[src/limit_order_book_matcher_top_macros.svh]
// Assertion macros for the order book matcher.
`ifndef LIMIT_ORDER_BOOK_MATCHER_TOP_MACROS_SVH
`define LIMIT_ORDER_BOOK_MATCHER_TOP_MACROS_SVH
`ifndef SYNTHESIS
// Same-cycle implication, sampled on clk_i outside reset.
`define LOBM_ASSERT_IMP(lbl, ante, cons) \
  lbl: assert property (@(posedge clk_i) disable iff (!rst_ni) (ante) |-> (cons)) \
    else $error("order book matcher check failed");
// Next-cycle implication, sampled on clk_i outside reset.
`define LOBM_ASSERT_NXT(lbl, ante, cons) \
  lbl: assert property (@(posedge clk_i) disable iff (!rst_ni) (ante) |=> (cons)) \
    else $error("order book matcher check failed");
`else
`define LOBM_ASSERT_IMP(lbl, ante, cons)
`define LOBM_ASSERT_NXT(lbl, ante, cons)
`endif
`endif

[src/lobm_pkg.sv]
// Shared constants and types of the order book matcher.
`default_nettype none
package lobm_pkg;

  localparam int ORDER_SLOTS = 16;
  localparam int SLOT_IW     = $clog2(ORDER_SLOTS);
  localparam int SLOT_CW     = $clog2(ORDER_SLOTS + 1);

  localparam int PRICE_W = 23;
  localparam int QTY_W   = 20;
  localparam int OWNER_W = 16;
  localparam int OID_W   = 32;
  localparam int ARR_W   = 32;
  localparam int TIME_W  = 63;
  localparam int TICK_W  = 16;
  localparam int TGT_W   = PRICE_W + 2;

  localparam logic [QTY_W-1:0] QTY_MAX = '1;

  // Message function codes.
  localparam logic [1:0] FUNC_LIMIT  = 2'd0;
  localparam logic [1:0] FUNC_MARKET = 2'd1;
  localparam logic [1:0] FUNC_COWNER = 2'd2;
  localparam logic [1:0] FUNC_CDIST  = 2'd3;

  // Report kinds.
  localparam logic KIND_FILL   = 1'b0;
  localparam logic KIND_RESULT = 1'b1;

  // One resting order as held in the slot memory.
  typedef struct packed {
    logic               side;
    logic [PRICE_W-1:0] price;
    logic [QTY_W-1:0]   qty;
    logic [OWNER_W-1:0] owner;
    logic [OID_W-1:0]   oid;
    logic [ARR_W-1:0]   arrival;
  } slot_t;

  // One outgoing report word.
  typedef struct packed {
    logic               kind;
    logic [OWNER_W-1:0] owner;
    logic [OID_W-1:0]   oid;
    logic [1:0]         action;
    logic               side;
    logic [PRICE_W-1:0] price;
    logic [QTY_W-1:0]   qty;
    logic [QTY_W-1:0]   executed;
    logic [QTY_W-1:0]   resting;
    logic [QTY_W-1:0]   cancelled;
    logic [TIME_W-1:0]  rtime;
    logic               last;
  } rep_t;

endpackage
`default_nettype wire

[src/lobm_if.sv]
// Valid/ready channel interfaces for order messages and reports.
`default_nettype none
interface lobm_ord_if;
  logic                          valid;
  logic                          ready;
  logic [1:0]                    func;
  logic                          side;
  logic signed [20:0]            quantity;
  logic signed [23:0]            price;
  logic [lobm_pkg::OWNER_W-1:0]  owner;
  logic [lobm_pkg::OID_W-1:0]    msg_seq;
  logic                          institutional;
  logic signed [7:0]             distance;
  logic [lobm_pkg::TIME_W-1:0]   timestamp;

  modport source (output valid, func, side, quantity, price, owner, msg_seq,
                  institutional, distance, timestamp, input ready);
  modport sink (input valid, func, side, quantity, price, owner, msg_seq,
                institutional, distance, timestamp, output ready);
endinterface

interface lobm_rep_if;
  logic                          valid;
  logic                          ready;
  logic                          report_kind;
  logic [lobm_pkg::OWNER_W-1:0]  rep_owner;
  logic [lobm_pkg::OID_W-1:0]    rep_order_id;
  logic [1:0]                    rep_action;
  logic                          rep_side;
  logic [lobm_pkg::PRICE_W-1:0]  fill_price;
  logic [lobm_pkg::QTY_W-1:0]    fill_or_requested_qty;
  logic [lobm_pkg::QTY_W-1:0]    executed_qty;
  logic [lobm_pkg::QTY_W-1:0]    resting_qty;
  logic [lobm_pkg::QTY_W-1:0]    cancelled_qty;
  logic [lobm_pkg::TIME_W-1:0]   rep_time;
  logic                          last;

  modport source (output valid, report_kind, rep_owner, rep_order_id, rep_action,
                  rep_side, fill_price, fill_or_requested_qty, executed_qty,
                  resting_qty, cancelled_qty, rep_time, last, input ready);
  modport sink (input valid, report_kind, rep_owner, rep_order_id, rep_action,
                rep_side, fill_price, fill_or_requested_qty, executed_qty,
                resting_qty, cancelled_qty, rep_time, last, output ready);
endinterface
`default_nettype wire

[src/limit_order_book_matcher_top.sv]
// Top level of the price-time priority order book matcher.
`default_nettype none
`include "limit_order_book_matcher_top_macros.svh"
// The book holds ORDER_SLOTS resting orders in a slot memory with registered
// read, plus a valid flag per slot. One order message is taken at a time, in
// a cycle where the block is idle. Every search of the book (best opposite
// level, best own level, the target level of a cancel-at-distance, or all
// orders of one owner) reads one slot per cycle and is followed by the
// decision state, except for an owner cancel. Each fill of a limit or market
// order passes through a search, the decision, an update state and a state for
// each of its two fill reports, whether or not the reports are sent; a search
// that finds nothing more to take ends the match, and a limit order then rests
// its remainder in a further state. A cancel-at-distance searches once for the
// best level and once for each order it trims, each trim followed by the
// decision and an update, plus a last search when quantity is left over. An
// owner cancel costs one search. Every message also passes through the idle
// state that accepts it, the result report state and the state that hands out
// the final word; a stalled report output holds the sequencer in the report
// states. Reports leave through an output register fed by a one-word holding
// stage, which lets the final word of a message carry last.
// After reset the book is empty and no clearing pass is needed.
module limit_order_book_matcher_top (
  input  wire                           clk_i,
  input  wire                           rst_ni,
  input  wire                           cfg_we_i,
  input  wire  [lobm_pkg::TICK_W-1:0]   cfg_wdata_i,
  lobm_ord_if.sink                      ord_i,
  lobm_rep_if.source                    rep_o
);

  localparam int N  = lobm_pkg::ORDER_SLOTS;
  localparam int IW = lobm_pkg::SLOT_IW;
  localparam int CW = lobm_pkg::SLOT_CW;

  // Sequencer states.
  localparam logic [3:0] S_IDLE     = 4'd0;
  localparam logic [3:0] S_SCAN     = 4'd1;
  localparam logic [3:0] S_DECIDE   = 4'd2;
  localparam logic [3:0] S_APPLY    = 4'd3;
  localparam logic [3:0] S_REP_REST = 4'd4;
  localparam logic [3:0] S_REP_AGG  = 4'd5;
  localparam logic [3:0] S_REST     = 4'd6;
  localparam logic [3:0] S_REP_RES  = 4'd7;
  localparam logic [3:0] S_FLUSH    = 4'd8;

  // Scan purposes.
  localparam logic [1:0] M_MATCH = 2'd0;
  localparam logic [1:0] M_DBEST = 2'd1;
  localparam logic [1:0] M_DTGT  = 2'd2;
  localparam logic [1:0] M_COWN  = 2'd3;

  logic [3:0]                      state_q, state_d;
  logic [1:0]                      mode_q, mode_d;
  logic [CW-1:0]                   sc_q, sc_d;
  logic [lobm_pkg::TICK_W-1:0]     tick_q, tick_d;
  logic [lobm_pkg::ARR_W-1:0]      ctr_q, ctr_d;
  logic [N-1:0]                    valid_q, valid_d;
  logic                            bfound_q, bfound_d;
  logic [IW-1:0]                   bidx_q, bidx_d;
  lobm_pkg::slot_t                 bent_q, bent_d;
  logic                            pend_v_q, pend_v_d;
  lobm_pkg::rep_t                  pend_q, pend_d;
  logic                            out_v_q, out_v_d;
  lobm_pkg::rep_t                  out_q, out_d;

  // Latched message fields and running totals.
  logic [1:0]                      func_q, func_d;
  logic                            side_q, side_d;
  logic [lobm_pkg::QTY_W-1:0]      req_q, req_d;
  logic [lobm_pkg::QTY_W-1:0]      rem_q, rem_d;
  logic [lobm_pkg::QTY_W-1:0]      exec_q, exec_d;
  logic [lobm_pkg::QTY_W-1:0]      canc_q, canc_d;
  logic [lobm_pkg::QTY_W-1:0]      rest_q, rest_d;
  logic [lobm_pkg::QTY_W-1:0]      f_q, f_d;
  logic [lobm_pkg::PRICE_W-1:0]    limit_q, limit_d;
  logic [lobm_pkg::OWNER_W-1:0]    owner_q, owner_d;
  logic [lobm_pkg::OID_W-1:0]      oid_q, oid_d;
  logic                            inst_q, inst_d;
  logic [lobm_pkg::TIME_W-1:0]     time_q, time_d;
  logic [lobm_pkg::PRICE_W-1:0]    step_q, step_d;
  logic signed [lobm_pkg::TGT_W-1:0] target_q, target_d;

  // Slot memory ports.
  lobm_pkg::slot_t                 mem [N];
  lobm_pkg::slot_t                 mem_rd_q;
  logic                            mem_we;
  logic [IW-1:0]                   mem_wa;
  lobm_pkg::slot_t                 mem_wd;
  logic [IW-1:0]                   mem_ra;

  // Helper values.
  logic                            accept;
  logic                            qpos;
  logic [lobm_pkg::TICK_W-1:0]     tick_eff;
  logic [IW-1:0]                   k;
  logic                            ss;
  logic                            cand;
  logic                            better;
  logic [lobm_pkg::ARR_W-1:0]      age_k, age_b;
  logic [lobm_pkg::QTY_W:0]        csum;
  logic                            out_free;
  logic                            want;
  lobm_pkg::rep_t                  rep_new;
  logic                            free_found;
  logic [IW-1:0]                   free_idx;
  logic [lobm_pkg::QTY_W-1:0]      fmin;
  logic                            stop;

  assign accept      = ord_i.valid && ord_i.ready;
  assign ord_i.ready = (state_q == S_IDLE);
  assign qpos        = !ord_i.quantity[20] && (ord_i.quantity != '0);
  assign tick_eff    = (tick_q == '0) ? lobm_pkg::TICK_W'(1) : tick_q;
  assign out_free    = !out_v_q || rep_o.ready;
  assign mem_ra      = (sc_q < CW'(N)) ? sc_q[IW-1:0] : '0;
  assign k           = IW'(sc_q - CW'(1));
  assign ss          = (mode_q == M_MATCH) ? ~side_q : side_q;
  assign age_k       = ctr_q - mem_rd_q.arrival;
  assign age_b       = ctr_q - bent_q.arrival;
  assign csum        = {1'b0, canc_q} + {1'b0, mem_rd_q.qty};
  assign fmin        = (rem_q < bent_q.qty) ? rem_q : bent_q.qty;

  // Candidate test and ordering for the slot now returned by the memory.
  always_comb begin
    cand = valid_q[k] && (mem_rd_q.side == ss) &&
           ((mode_q != M_DTGT) ||
            ($signed({2'b00, mem_rd_q.price}) == target_q));
    if (!bfound_q) begin
      better = 1'b1;
    end else if (mode_q == M_DTGT) begin
      better = age_k < age_b;
    end else if (mem_rd_q.price != bent_q.price) begin
      better = (ss == 1'b0) ? (mem_rd_q.price > bent_q.price)
                            : (mem_rd_q.price < bent_q.price);
    end else begin
      better = age_k > age_b;
    end
  end

  // First free slot for a resting remainder.
  always_comb begin
    free_found = 1'b0;
    free_idx   = '0;
    for (int i = N - 1; i >= 0; i--) begin
      if (!valid_q[i]) begin
        free_found = 1'b1;
        free_idx   = IW'(i);
      end
    end
  end

  // Report word offered in the report states.
  always_comb begin
    rep_new       = '0;
    rep_new.rtime = time_q;
    want          = 1'b0;
    case (state_q)
      S_REP_REST: begin
        want           = (bent_q.owner != '0);
        rep_new.kind   = lobm_pkg::KIND_FILL;
        rep_new.owner  = bent_q.owner;
        rep_new.oid    = bent_q.oid;
        rep_new.action = lobm_pkg::FUNC_LIMIT;
        rep_new.side   = bent_q.side;
        rep_new.price  = bent_q.price;
        rep_new.qty    = f_q;
      end
      S_REP_AGG: begin
        want           = (owner_q != '0);
        rep_new.kind   = lobm_pkg::KIND_FILL;
        rep_new.owner  = owner_q;
        rep_new.oid    = oid_q;
        rep_new.action = func_q;
        rep_new.side   = side_q;
        rep_new.price  = bent_q.price;
        rep_new.qty    = f_q;
      end
      S_REP_RES: begin
        want              = (owner_q != '0) && inst_q;
        rep_new.kind      = lobm_pkg::KIND_RESULT;
        rep_new.owner     = owner_q;
        rep_new.oid       = oid_q;
        rep_new.action    = func_q;
        rep_new.side      = side_q;
        rep_new.qty       = req_q;
        rep_new.executed  = exec_q;
        rep_new.resting   = rest_q;
        rep_new.cancelled = canc_q;
      end
      default: begin
        want = 1'b0;
      end
    endcase
  end

  // Sequencer and datapath next state.
  always_comb begin
    state_d  = state_q;
    mode_d   = mode_q;
    sc_d     = sc_q;
    tick_d   = cfg_we_i ? cfg_wdata_i : tick_q;
    ctr_d    = ctr_q;
    valid_d  = valid_q;
    bfound_d = bfound_q;
    bidx_d   = bidx_q;
    bent_d   = bent_q;
    pend_v_d = pend_v_q;
    pend_d   = pend_q;
    out_v_d  = out_v_q && !rep_o.ready;
    out_d    = out_q;
    func_d   = func_q;
    side_d   = side_q;
    req_d    = req_q;
    rem_d    = rem_q;
    exec_d   = exec_q;
    canc_d   = canc_q;
    rest_d   = rest_q;
    f_d      = f_q;
    limit_d  = limit_q;
    owner_d  = owner_q;
    oid_d    = oid_q;
    inst_d   = inst_q;
    time_d   = time_q;
    step_d   = step_q;
    target_d = target_q;
    stop     = 1'b0;
    mem_we   = 1'b0;
    mem_wa   = bidx_q;
    mem_wd   = bent_q;

    // Place a report into the holding stage, moving the older one out.
    if (want && (!pend_v_q || out_free)) begin
      if (pend_v_q) begin
        out_d   = pend_q;
        out_v_d = 1'b1;
      end
      pend_d   = rep_new;
      pend_v_d = 1'b1;
    end

    case (state_q)
      S_IDLE: begin
        if (accept) begin
          func_d   = ord_i.func;
          side_d   = ord_i.side;
          owner_d  = ord_i.owner;
          oid_d    = ord_i.msg_seq;
          inst_d   = ord_i.institutional;
          time_d   = ord_i.timestamp;
          limit_d  = ord_i.price[lobm_pkg::PRICE_W-1:0];
          step_d   = lobm_pkg::PRICE_W'(ord_i.distance[6:0]) *
                     lobm_pkg::PRICE_W'(tick_eff);
          rem_d    = ord_i.quantity[lobm_pkg::QTY_W-1:0];
          req_d    = (qpos && (ord_i.func != lobm_pkg::FUNC_COWNER)) ?
                     ord_i.quantity[lobm_pkg::QTY_W-1:0] : '0;
          exec_d   = '0;
          canc_d   = '0;
          rest_d   = '0;
          sc_d     = '0;
          bfound_d = 1'b0;
          state_d  = S_REP_RES;
          case (ord_i.func)
            lobm_pkg::FUNC_LIMIT: begin
              if (qpos && !ord_i.price[23] && (ord_i.price != '0)) begin
                mode_d  = M_MATCH;
                state_d = S_SCAN;
              end
            end
            lobm_pkg::FUNC_MARKET: begin
              if (qpos) begin
                mode_d  = M_MATCH;
                state_d = S_SCAN;
              end
            end
            lobm_pkg::FUNC_COWNER: begin
              if (ord_i.owner != '0) begin
                mode_d  = M_COWN;
                state_d = S_SCAN;
              end
            end
            default: begin
              if (qpos && !ord_i.distance[7]) begin
                mode_d  = M_DBEST;
                state_d = S_SCAN;
              end
            end
          endcase
        end
      end

      // One slot per cycle; data for slot sc-1 arrives while slot sc is read.
      S_SCAN: begin
        sc_d = sc_q + CW'(1);
        if (sc_q != '0) begin
          if (mode_q == M_COWN) begin
            if (valid_q[k] && (mem_rd_q.owner == owner_q)) begin
              canc_d     = csum[lobm_pkg::QTY_W] ? lobm_pkg::QTY_MAX
                                                 : csum[lobm_pkg::QTY_W-1:0];
              valid_d[k] = 1'b0;
            end
          end else if (cand && better) begin
            bfound_d = 1'b1;
            bidx_d   = k;
            bent_d   = mem_rd_q;
          end
        end
        if (sc_q == CW'(N)) begin
          state_d = (mode_q == M_COWN) ? S_REP_RES : S_DECIDE;
        end
      end

      S_DECIDE: begin
        sc_d     = '0;
        bfound_d = 1'b0;
        case (mode_q)
          M_MATCH: begin
            stop = !bfound_q ||
                   ((func_q == lobm_pkg::FUNC_LIMIT) &&
                    ((side_q == 1'b0) ? (bent_q.price > limit_q)
                                      : (bent_q.price < limit_q)));
            if (stop) begin
              state_d = ((func_q == lobm_pkg::FUNC_LIMIT) && (rem_q != '0)) ?
                        S_REST : S_REP_RES;
            end else begin
              f_d     = fmin;
              state_d = S_APPLY;
            end
          end
          M_DBEST: begin
            if (!bfound_q) begin
              state_d = S_REP_RES;
            end else begin
              target_d = (side_q == 1'b0) ?
                         $signed({2'b00, bent_q.price}) - $signed({2'b00, step_q}) :
                         $signed({2'b00, bent_q.price}) + $signed({2'b00, step_q});
              mode_d   = M_DTGT;
              state_d  = S_SCAN;
            end
          end
          default: begin
            if (!bfound_q) begin
              state_d = S_REP_RES;
            end else begin
              f_d     = fmin;
              state_d = S_APPLY;
            end
          end
        endcase
      end

      // Take the fill or cancel out of the chosen slot.
      S_APPLY: begin
        mem_we     = 1'b1;
        mem_wd.qty = bent_q.qty - f_q;
        bent_d.qty = bent_q.qty - f_q;
        if (bent_q.qty == f_q) begin
          valid_d[bidx_q] = 1'b0;
        end
        rem_d = rem_q - f_q;
        sc_d  = '0;
        if (mode_q == M_MATCH) begin
          exec_d  = exec_q + f_q;
          state_d = S_REP_REST;
        end else begin
          canc_d  = canc_q + f_q;
          state_d = (rem_q == f_q) ? S_REP_RES : S_SCAN;
        end
      end

      S_REP_REST: begin
        if (!want || !pend_v_q || out_free) begin
          state_d = S_REP_AGG;
        end
      end

      S_REP_AGG: begin
        if (!want || !pend_v_q || out_free) begin
          sc_d     = '0;
          bfound_d = 1'b0;
          state_d  = (rem_q != '0) ? S_SCAN : S_REP_RES;
        end
      end

      // Rest the remainder of a limit order in the first free slot.
      S_REST: begin
        if (free_found) begin
          mem_we            = 1'b1;
          mem_wa            = free_idx;
          mem_wd.side       = side_q;
          mem_wd.price      = limit_q;
          mem_wd.qty        = rem_q;
          mem_wd.owner      = owner_q;
          mem_wd.oid        = oid_q;
          mem_wd.arrival    = ctr_q;
          valid_d[free_idx] = 1'b1;
          ctr_d             = ctr_q + lobm_pkg::ARR_W'(1);
          rest_d            = rem_q;
        end
        state_d = S_REP_RES;
      end

      S_REP_RES: begin
        if (!want || !pend_v_q || out_free) begin
          state_d = S_FLUSH;
        end
      end

      // Hand the held word out with last set.
      S_FLUSH: begin
        if (!pend_v_q) begin
          state_d = S_IDLE;
        end else if (out_free) begin
          out_d      = pend_q;
          out_d.last = 1'b1;
          out_v_d    = 1'b1;
          pend_v_d   = 1'b0;
          state_d    = S_IDLE;
        end
      end

      default: begin
        state_d = S_IDLE;
      end
    endcase
  end

  // Slot memory with registered read.
  always_ff @(posedge clk_i) begin
    if (mem_we) begin
      mem[mem_wa] <= mem_wd;
    end
    mem_rd_q <= mem[mem_ra];
  end

  // Control registers.
  always_ff @(posedge clk_i or negedge rst_ni) begin
    if (!rst_ni) begin
      state_q  <= S_IDLE;
      mode_q   <= M_MATCH;
      sc_q     <= '0;
      tick_q   <= lobm_pkg::TICK_W'(1);
      ctr_q    <= '0;
      valid_q  <= '0;
      bfound_q <= 1'b0;
      pend_v_q <= 1'b0;
      out_v_q  <= 1'b0;
    end else begin
      state_q  <= state_d;
      mode_q   <= mode_d;
      sc_q     <= sc_d;
      tick_q   <= tick_d;
      ctr_q    <= ctr_d;
      valid_q  <= valid_d;
      bfound_q <= bfound_d;
      pend_v_q <= pend_v_d;
      out_v_q  <= out_v_d;
    end
  end

  // Payload registers.
  always_ff @(posedge clk_i) begin
    bidx_q   <= bidx_d;
    bent_q   <= bent_d;
    pend_q   <= pend_d;
    out_q    <= out_d;
    func_q   <= func_d;
    side_q   <= side_d;
    req_q    <= req_d;
    rem_q    <= rem_d;
    exec_q   <= exec_d;
    canc_q   <= canc_d;
    rest_q   <= rest_d;
    f_q      <= f_d;
    limit_q  <= limit_d;
    owner_q  <= owner_d;
    oid_q    <= oid_d;
    inst_q   <= inst_d;
    time_q   <= time_d;
    step_q   <= step_d;
    target_q <= target_d;
  end

  // Report channel drive.
  assign rep_o.valid                 = out_v_q;
  assign rep_o.report_kind           = out_q.kind;
  assign rep_o.rep_owner             = out_q.owner;
  assign rep_o.rep_order_id          = out_q.oid;
  assign rep_o.rep_action            = out_q.action;
  assign rep_o.rep_side              = out_q.side;
  assign rep_o.fill_price            = out_q.price;
  assign rep_o.fill_or_requested_qty = out_q.qty;
  assign rep_o.executed_qty          = out_q.executed;
  assign rep_o.resting_qty           = out_q.resting;
  assign rep_o.cancelled_qty         = out_q.cancelled;
  assign rep_o.rep_time              = out_q.rtime;
  assign rep_o.last                  = out_q.last;

  // A new message is only taken once the held report word has gone out.
  `LOBM_ASSERT_IMP(a_idle_no_pending, ord_i.ready, !pend_v_q)
  // A fill or cancel only updates a slot that holds an order, and the change is not empty.
  `LOBM_ASSERT_IMP(a_apply_has_slot, state_q == S_APPLY, (f_q != '0) && valid_q[bidx_q])
  // The arrival counter moves only when an order comes to rest.
  `LOBM_ASSERT_NXT(a_ctr_only_rest, state_q != S_REST, ctr_q == $past(ctr_q))

endmodule
`default_nettype wire

[src/flat_wrapper.sv]
// flat-port wrapper written by rule: the top's interface ports become plain ports
module limit_order_book_matcher_top_flat 
  (clk_i, rst_ni, cfg_we_i, cfg_wdata_i, ord_i_valid, ord_i_func, ord_i_side, ord_i_quantity, ord_i_price, ord_i_owner, ord_i_msg_seq, ord_i_institutional, ord_i_distance, ord_i_timestamp, ord_i_ready, rep_o_valid, rep_o_report_kind, rep_o_rep_owner, rep_o_rep_order_id, rep_o_rep_action, rep_o_rep_side, rep_o_fill_price, rep_o_fill_or_requested_qty, rep_o_executed_qty, rep_o_resting_qty, rep_o_cancelled_qty, rep_o_rep_time, rep_o_last, rep_o_ready);
  lobm_ord_if ord_i_i ();
  lobm_rep_if rep_o_i ();
  input  wire clk_i;
  input  wire rst_ni;
  input  wire cfg_we_i;
  input  wire  [lobm_pkg::TICK_W-1:0] cfg_wdata_i;
  input wire logic [$bits(ord_i_i.valid)-1:0] ord_i_valid;
  input wire logic [$bits(ord_i_i.func)-1:0] ord_i_func;
  input wire logic [$bits(ord_i_i.side)-1:0] ord_i_side;
  input wire logic [$bits(ord_i_i.quantity)-1:0] ord_i_quantity;
  input wire logic [$bits(ord_i_i.price)-1:0] ord_i_price;
  input wire logic [$bits(ord_i_i.owner)-1:0] ord_i_owner;
  input wire logic [$bits(ord_i_i.msg_seq)-1:0] ord_i_msg_seq;
  input wire logic [$bits(ord_i_i.institutional)-1:0] ord_i_institutional;
  input wire logic [$bits(ord_i_i.distance)-1:0] ord_i_distance;
  input wire logic [$bits(ord_i_i.timestamp)-1:0] ord_i_timestamp;
  output wire logic [$bits(ord_i_i.ready)-1:0] ord_i_ready;
  output wire logic [$bits(rep_o_i.valid)-1:0] rep_o_valid;
  output wire logic [$bits(rep_o_i.report_kind)-1:0] rep_o_report_kind;
  output wire logic [$bits(rep_o_i.rep_owner)-1:0] rep_o_rep_owner;
  output wire logic [$bits(rep_o_i.rep_order_id)-1:0] rep_o_rep_order_id;
  output wire logic [$bits(rep_o_i.rep_action)-1:0] rep_o_rep_action;
  output wire logic [$bits(rep_o_i.rep_side)-1:0] rep_o_rep_side;
  output wire logic [$bits(rep_o_i.fill_price)-1:0] rep_o_fill_price;
  output wire logic [$bits(rep_o_i.fill_or_requested_qty)-1:0] rep_o_fill_or_requested_qty;
  output wire logic [$bits(rep_o_i.executed_qty)-1:0] rep_o_executed_qty;
  output wire logic [$bits(rep_o_i.resting_qty)-1:0] rep_o_resting_qty;
  output wire logic [$bits(rep_o_i.cancelled_qty)-1:0] rep_o_cancelled_qty;
  output wire logic [$bits(rep_o_i.rep_time)-1:0] rep_o_rep_time;
  output wire logic [$bits(rep_o_i.last)-1:0] rep_o_last;
  input wire logic [$bits(rep_o_i.ready)-1:0] rep_o_ready;
  assign ord_i_i.valid = ord_i_valid;
  assign ord_i_i.func = ord_i_func;
  assign ord_i_i.side = ord_i_side;
  assign ord_i_i.quantity = ord_i_quantity;
  assign ord_i_i.price = ord_i_price;
  assign ord_i_i.owner = ord_i_owner;
  assign ord_i_i.msg_seq = ord_i_msg_seq;
  assign ord_i_i.institutional = ord_i_institutional;
  assign ord_i_i.distance = ord_i_distance;
  assign ord_i_i.timestamp = ord_i_timestamp;
  assign ord_i_ready = ord_i_i.ready;
  assign rep_o_valid = rep_o_i.valid;
  assign rep_o_report_kind = rep_o_i.report_kind;
  assign rep_o_rep_owner = rep_o_i.rep_owner;
  assign rep_o_rep_order_id = rep_o_i.rep_order_id;
  assign rep_o_rep_action = rep_o_i.rep_action;
  assign rep_o_rep_side = rep_o_i.rep_side;
  assign rep_o_fill_price = rep_o_i.fill_price;
  assign rep_o_fill_or_requested_qty = rep_o_i.fill_or_requested_qty;
  assign rep_o_executed_qty = rep_o_i.executed_qty;
  assign rep_o_resting_qty = rep_o_i.resting_qty;
  assign rep_o_cancelled_qty = rep_o_i.cancelled_qty;
  assign rep_o_rep_time = rep_o_i.rep_time;
  assign rep_o_last = rep_o_i.last;
  assign rep_o_i.ready = rep_o_ready;
  limit_order_book_matcher_top u_core (.clk_i(clk_i), .rst_ni(rst_ni), .cfg_we_i(cfg_we_i), .cfg_wdata_i(cfg_wdata_i), .ord_i(ord_i_i), .rep_o(rep_o_i));
endmodule
[config.mk]
export PLATFORM = sky130hd
export DESIGN_NAME = limit_order_book_matcher_top_flat
export DESIGN_NICKNAME = d
export VERILOG_FILES = /design/src/lobm_pkg.sv /design/src/lobm_if.sv /design/src/limit_order_book_matcher_top.sv /design/src/flat_wrapper.sv
export VERILOG_INCLUDE_DIRS = /design/src /design/src/src
export SDC_FILE = /design/constraint.sdc
export NUM_CORES = 2
export LEC_CHECK = 0
export BUFFER_PORTS_ARGS = -buffer_cell sky130_fd_sc_hd__buf_4
export CAP_MARGIN = 20
export CORE_MARGIN = 1.5
export CORE_UTILIZATION = 40
export CTS_CLUSTER_SIZE = 8
export DETAILED_ROUTE_END_ITERATION = 10
export GPL_TIMING_DRIVEN = 0
export PLACE_DENSITY = 0.65
export SLEW_MARGIN = 15
export SYNTH_ARGS = -nofsm -noshare
export SYNTH_HDL_FRONTEND = slang
export SYNTH_SLANG_ARGS = --single-unit
[constraint.sdc]
create_clock -name clk_i -period 21.6 [get_ports clk_i]
set_input_delay 2.16 -clock clk_i [delete_from_list [all_inputs] [get_ports clk_i]]
set_output_delay 2.16 -clock clk_i [all_outputs]
set_load 0.02 [all_outputs]
# == After elaboration in Yosys (flattened, before gate mapping) ==
# Memory sizes are Yosys's and may differ from the RTL's. A register that Yosys moved wholly into a read port is not among the register bits.
# Index checks and enable logic that the tools add are counted.
# op_classes
add_sub_neg,12
mul,1
order_cmp,14
eq_ne,44
n_mux,143
bitwise,8
reduce_logical,70
# op_table
op,count
219-bit 2-to-1 mux,5
100-bit 2-to-1 mux,3
20-bit one-hot mux with 2 select lines,7
20-bit 2-to-1 mux,12
52-bit one-hot mux with 3 select lines,1
124-bit 2-to-1 mux,1
4-bit 2-to-1 mux,28
16-bit 2-to-1 mux,6
80-bit 2-to-1 mux,1
32-bit subtractor,2
20-bit one-hot mux with 3 select lines,1
16-bit one-hot mux with 3 select lines,1
16-bit nonzero test,3
23-bit > comparator,2
23-bit < comparator,2
1-bit 2-to-1 mux,44
20-bit adder,2
20-bit == test,2
20-bit subtractor,2
4-bit one-hot mux with 9 select lines,1
32-bit by 1-bit adder with 32-bit output (second input constant),1
16-bit bitwise AND,2
32-bit > comparator,1
32-bit < comparator,1
62 further kinds,161
# totals
ff_bits,949
ram_bits,1984
output_inout_bits,221
memories,1
# mem_list
name,words,width,read_ports,rd_ports_with_merged_regs,write_ports,line,rtl
u_core.mem,16,124,1,1,1,limit_order_book_matcher_top.sv:84,lobm_pkg::slot_t mem [N];

# == Depth between registers and ports, before layout ==
# logic_depth
depth_word,23
mapped_depth,24

# == Worst setup path after synthesis ==
# Ideal clock, no wire load.
# synth_timing
path_kind,input -> register
start,input rep_o_ready
end,"register u_core.pend_q[100] (netlist name), enable pin"
setup_ps,1063
arrival_ps,16997
t_required_ps,20537
path_slack_ps,3540
cell_stages,4
path_buffers,0
cell_sequence,nor2b_1 nand2_1 inv_1 nor3_1
# synth_via
elab_chain_len,3
# synth_rtl
item,line,rtl
from (decl),flat_wrapper.sv:34,input wire logic [$bits(rep_o_i.ready)-1:0] rep_o_ready;
1-bit logical OR,limit_order_book_matcher_top.sv:113,assign out_free = !out_v_q || rep_o.ready;
1-bit logical OR,limit_order_book_matcher_top.sv:231,if (want && (!pend_v_q || out_free)) begin
1-bit logical AND,limit_order_book_matcher_top.sv:231,
to (signal assigned),limit_order_book_matcher_top.sv:463,pend_q <= pend_d;
to (decl),limit_order_book_matcher_top.sv:62,"lobm_pkg::rep_t pend_q, pend_d;"
# No other way between the ends.
# A chain may end at the register's enable or synchronous reset.

# == Worst setup path after layout ==
# layout_timing
start,register u_core.ctr_q[0] (netlist name)
end,"register u_core.bent_q[36] (netlist name), enable pin"
# layout_via
elab_chain_len,7
elab_cells_between_ends,9
# layout_rtl
item,line,rtl
from (decl),limit_order_book_matcher_top.sv:56,"logic [lobm_pkg::ARR_W-1:0] ctr_q, ctr_d;"
from (signal assigned),limit_order_book_matcher_top.sv:451,ctr_q <= ctr_d;
"32-bit subtractor, on equally long branches","limit_order_book_matcher_top.sv:117, limit_order_book_matcher_top.sv:118",
32-bit > comparator,limit_order_book_matcher_top.sv:135,better = age_k > age_b;
1-bit 2-to-1 mux,limit_order_book_matcher_top.sv:131,end else if (mem_rd_q.price != bent_q.price) begin
1-bit 2-to-1 mux *,limit_order_book_matcher_top.sv:129,end else if (mode_q == M_DTGT) begin
1-bit 2-to-1 mux *,limit_order_book_matcher_top.sv:127,if (!bfound_q) begin
1-bit logical AND *,limit_order_book_matcher_top.sv:300,end else if (cand && better) begin
4-bit AND reduction (no source line) *,-,
to (signal assigned),limit_order_book_matcher_top.sv:462,bent_q <= bent_d;
to (decl),limit_order_book_matcher_top.sv:60,"lobm_pkg::slot_t bent_q, bent_d;"
# Every way passes the cells marked *; elsewhere a longest branch is shown, timed or not.

==> impl_metrics.xml <==
<?xml version="1.0" encoding="UTF-8"?>
<metrics>
  <group name="synthesis">
    <metric name="post-synth-top-count-cell" unit="">sky130_fd_sc_hd__edfxtp_1</metric>
    <metric name="ys.flop_type" unit="">sky130_fd_sc_hd__edfxtp_1</metric>
    <metric name="ys_top_cells_by_area" unit="">sky130_fd_sc_hd__edfxtp_1 (60%), sky130_fd_sc_hd__mux2_2 (5.4%), sky130_fd_sc_hd__dfxtp_1 (5.2%)</metric>
    <metric name="synthesis.nets" unit="">10000</metric>
    <metric name="synth.largest_area_cell" unit="">sky130_fd_sc_hd__edfxtp_1</metric>
    <metric name="netlist-cell-type-count" unit="">103</metric>
    <metric name="async_flop_share" unit="%">2.55</metric>
    <metric name="synth.top_cells.by_count" unit="">sky130_fd_sc_hd__edfxtp_1 (2636), sky130_fd_sc_hd__o21ai_0 (723), sky130_fd_sc_hd__a21oi_1 (697)</metric>
    <metric name="synth_sequential_area_ratio" unit="%">66.7</metric>
    <metric name="synthesis.yosys.warnings" unit="">0</metric>
    <metric name="post_synth_mux_area_share" unit="%">8.33</metric>
    <metric name="synth-compound-area-share" unit="%">10.9</metric>
    <metric name="post_synth_instance_area" unit="sq um">132000</metric>
    <metric name="synth-seq-cells" unit="">3057</metric>
    <metric name="synth-xor-area-share" unit="%">1.57</metric>
    <metric name="yosys.area_share.adder" unit="%">4.48</metric>
    <metric name="synthCells" unit="">9405</metric>
    <metric name="synth-edff-count" unit="">2636</metric>
    <metric name="post_synth.cell_area_avg" unit="sq um">14.0</metric>
    <metric name="synth_top_family_by_area" unit="">compound AO/OA/AOI/OAI gates</metric>
    <metric name="synthDominantCellAreaShare" unit="%">60.0</metric>
    <metric name="post_synthesis_simple_gate_area_fraction" unit="%">5.54</metric>
  </group>
  <group name="floorplanning">
    <metric name="die_area" unit="sq um">333000</metric>
    <metric name="dieHeight" unit="microns">577</metric>
    <metric name="die_width" unit="microns">577</metric>
    <metric name="floorplan.initialDensity" unit="%">40.2</metric>
    <metric name="io_pins" unit="">410</metric>
    <metric name="placeableCoreArea" unit="sq um">328000</metric>
    <metric name="rows" unit="">210</metric>
  </group>
  <group name="setup_path">
    <metric name="crit_path_start_kind" unit="">register</metric>
    <metric name="critical_setup_path_kind" unit="">register to register</metric>
    <metric name="reg2reg_to" unit="">u_core.bent_q[36]$_DFFE_PP_</metric>
    <metric name="reg2reg_from" unit="">u_core.ctr_q[0]$_DFFE_PN0P_</metric>
    <metric name="worstPathArrival" unit="ns">7.85</metric>
    <metric name="critical_path.slowest_cell" unit="">sky130_fd_sc_hd__o31ai_1</metric>
    <metric name="r2r_slack" unit="ns">14.36</metric>
    <metric name="critPathRequiredTime" unit="ns">22.21</metric>
    <metric name="cpPeakStageDelay" unit="ns">0.74</metric>
    <metric name="cp_cell_sequence" unit="">inv_1 -&gt; ha_1 -&gt; inv_1 -&gt; fa_1 -&gt; a21o_1 -&gt; a31oi_1 -&gt; nor3_1 -&gt; and2_1 -&gt; o21ai_0 -&gt; a31oi_1 -&gt; a311oi_1 -&gt; a21oi_1 -&gt; xnor2_1 -&gt; ha_1 -&gt; nand4_1 -&gt; nor4_2 -&gt; buf_4 -&gt; a41o_1 -&gt; o21ba_2 -&gt; o31ai_1 -&gt; a21oi_1 -&gt; and2_4 -&gt; buf_12 -&gt; buf_16</metric>
    <metric name="r2r_cells" unit="">24</metric>
    <metric name="crit_end_category" unit="">register</metric>
    <metric name="cp_max_fo" unit="">48</metric>
  </group>
  <group name="clock_network">
    <metric name="cts_resized" unit="">0</metric>
    <metric name="clk_pin_slew" unit="ns">0.05</metric>
    <metric name="tritoncts.num_buffers" unit="">426</metric>
    <metric name="post-cts-setup-buffer-count" unit="">0</metric>
    <metric name="cts.hold.buffers_added" unit="">0</metric>
    <metric name="cts_max_level" unit="">5</metric>
    <metric name="clock_path_buffers" unit="">4</metric>
    <metric name="worstSkewPairLatency" unit="ns">0.95</metric>
    <metric name="clock_tree.root_cell" unit="">sky130_fd_sc_hd__clkbuf_16</metric>
    <metric name="clock_sink_count" unit="">3057</metric>
    <metric name="cts_tree" unit="">built</metric>
  </group>
  <group name="timing">
    <metric name="tightest_slew" unit="ns">1.26</metric>
    <metric name="timing.hold.ws" unit="ns">0.394</metric>
    <metric name="timing.final.crit_share" unit="%">33.5</metric>
    <metric name="maximum_operating_frequency" unit="MHz">138</metric>
    <metric name="postLayoutSetupSlackWorst" unit="ns">14.36</metric>
    <metric name="fin_worst_skew" unit="ns">0.0960</metric>
    <metric name="max-slew-margin-rel" unit="%">15.6</metric>
    <metric name="period_needed" unit="ns">7.24</metric>
    <metric name="setup_violations" unit="">0</metric>
    <metric name="timing_max_transition_violations_final" unit="">0</metric>
    <metric name="hold_violation_total_from_the_final_report" unit="">0</metric>
    <metric name="setup_repair_after_global_routing_missed_its_margin" unit="">false</metric>
  </group>
  <group name="worst_hold_path">
    <metric name="hp-class" unit="">register to register</metric>
    <metric name="whs_endpoint" unit="">u_core.bent_q[48]$_DFFE_PP_</metric>
    <metric name="worstHoldStart" unit="">u_core.mem_rd_q[48]$_DFF_P_</metric>
    <metric name="whs_path_depth" unit="">0</metric>
  </group>
  <group name="run">
    <metric name="max-cap-violations" unit="">0</metric>
  </group>
  <group name="pwr">
    <metric name="power_leakage" unit="uW">0.0568</metric>
    <metric name="power.density" unit="nW/um^2">130</metric>
    <metric name="post-layout-total-power" unit="uW">20300</metric>
    <metric name="vdd.ir_drop.worst" unit="mV">0.0895</metric>
  </group>
  <group name="routing">
    <metric name="antenna_left" unit="">0</metric>
    <metric name="dr.pass1.iters" unit="">6</metric>
    <metric name="detail_route.drc_violations" unit="">0</metric>
    <metric name="via_count" unit="">85700</metric>
    <metric name="avgRoutedWirePerCell" unit="microns">25.4</metric>
    <metric name="finalWirelength" unit="mm">386</metric>
    <metric name="starting_drt_drc_count" unit="">8990</metric>
    <metric name="vias_per_cell" unit="">5.65</metric>
  </group>
  <group name="global_route">
    <metric name="number_of_antenna_violations_at_the_first_check_in_global_routing" unit="">34</metric>
    <metric name="wire_length_of_the_first_global_routing_pass" unit="mm">564</metric>
    <metric name="via_count_of_the_first_global_routing_pass" unit="">86600</metric>
    <metric name="grt_start_max_net_pins" unit="">95</metric>
    <metric name="globalRouteOverflowTotal" unit="">0</metric>
    <metric name="global_route.usage.total" unit="%">22.6</metric>
  </group>
  <group name="placed_design">
    <metric name="dp_slack" unit="ns">14.08</metric>
    <metric name="globalplace.congestion" unit="">0.915</metric>
    <metric name="numPortBuffers" unit="">408</metric>
    <metric name="postPlaceCellArea" unit="sq um">144000</metric>
    <metric name="post_place_cells" unit="">14400</metric>
    <metric name="place_hpwl" unit="mm">281</metric>
  </group>
  <group name="finish">
    <metric name="final-instance-count-excl-fill" unit="">15200</metric>
    <metric name="finish.net_count" unit="">11200</metric>
    <metric name="area.growth.synth_to_final" unit="%">18.4</metric>
    <metric name="design_area" unit="sq um">156000</metric>
    <metric name="layout.filler_cells" unit="">28000</metric>
    <metric name="layout-drive-gt1-share" unit="%">17.9</metric>
  </group>
  <group name="outcome">
    <metric name="outcome" unit="">finished, final reports clean</metric>
  </group>
</metrics>
per-layer routing:
layer / part of all wire (%) / routed length [microns] / track usage, %
met5: 0.0044 / 17 / 0
met4: 4.7 / 18000 / 10.2
met1: 40 / 154000 / 29.3
met3: 8.9 / 34200 / 4.52
met2: 46 / 179000 / 36.7
worst max path at each step:
stage / startpoint / end / cells after the start
global route: u_core.ctr_q[0]$_DFFE_PN0P_ / u_core.bent_q[47]$_DFFE_PP_ / 24
floorplan: rep_o_ready / u_core.pend_q[100]$_SDFFCE_PN0P_ / 4
global placement: rep_o_ready / u_core.pend_q[170]$_DFFE_PP_ / 5
CTS: u_core.ctr_q[4]$_DFFE_PN0P_ / u_core.bent_q[96]$_DFFE_PP_ / 19
detailed placement: ord_i_distance[2] / u_core.step_q[21]$_DFFE_PP_ / 19
finish: u_core.ctr_q[0]$_DFFE_PN0P_ / u_core.bent_q[36]$_DFFE_PP_ / 24
state kept, by name, indices dropped and copies added, names as in the netlist, 23 cells and up:
signal / flops
u_core.ctr_q: 32
u_core.rep_o.rep_time: 63
u_core.pend_q: 218
u_core.target_q: 25
u_core.mem_rd_q: 124
u_core.time_q: 63
u_core.bent_q: 124
u_core.oid_q: 32
u_core.mem: 1984
u_core.rep_o.rep_order_id: 32
u_core.step_q: 23
u_core.rep_o.fill_price: 23
u_core.limit_q: 23
worst max-delay path: cells and delay by family, from the launching register on:
kind | cells | cell delay (ns)
AOI/OAI and AO/OA | 10 | 3.30
xor gates and xnor gates | 1 | 0.16
adders and majority gates | 3 | 0.89
buffers and inverters | 5 | 0.84
DFF | 1 | 0.42
and+or+nand+nor | 5 | 1.22
area by class of cell:
| class | instances | area [sq um] | share of cell area (%) |
|---|---|---|---|
| antenna | 22 | 55.1 | 0.0353 |
| buffer | 519 | 2060 | 1.32 |
| clock buffer | 690 | 11800 | 7.55 |
| clock inverter | 19 | 249 | 0.159 |
| inverter | 339 | 1280 | 0.820 |
| multi-input combinational | 5490 | 40800 | 26.1 |
| sequential | 3057 | 88000 | 56.3 |
| tap | 4346 | 5440 | 3.48 |
| timing repair buffer | 704 | 6520 | 4.18 |
layout by cell type, fill, tap and decap left out, drive strengths merged, types with 63 or more instances in the layout:
cell | Yosys | final
a21oi | 698 | 698
a22o | 80 | 80
dfrtp | 77 | 77
buf | 114 | 816
nor2 | 206 | 206
ha | 347 | 347
nand3 | 206 | 206
mux2i | 381 | 381
mux2 | 627 | 627
nor3 | 103 | 103
inv | 338 | 348
nand2 | 560 | 560
a22oi | 138 | 138
o21ai | 730 | 730
and3 | 63 | 63
a221oi | 128 | 128
a21o | 95 | 95
dfxtp | 343 | 343
o221ai | 128 | 128
xor2 | 95 | 95
and2 | 137 | 137
edfxtp | 2636 | 2636
xnor2 | 141 | 141
clkbuf | 405 | 1096
fa | 78 | 78
report_power, final:
part / leakage, uW / total, uW / internal (uW) / switching, uW
registers: 0.0278 / 7880 / 7430 / 451
clock network: 0.00574 / 6090 / 3670 / 2420
logic: 0.0232 / 6310 / 2390 / 3920
total: 0.0568 / 20300 / 13500 / 6790
kinds of logic after synthesis:
family	Yosys count
compound gates	2294
fa+ha+maj	425
simple gates	1522
buf+inv	858
flops	3057
mux	1013
xor+xnor	236
metrics by stage:
stage / utilization, % / setup TNS, ns
global route: 47.6 / 0
finish: 47.7 / 0
floorplan: - / 0
CTS: 47.6 / 0
detailed placement: 43.9 / 0
global placement: 42.8 / -1352.78
Note: power is estimated with default switching activity, not from simulation.
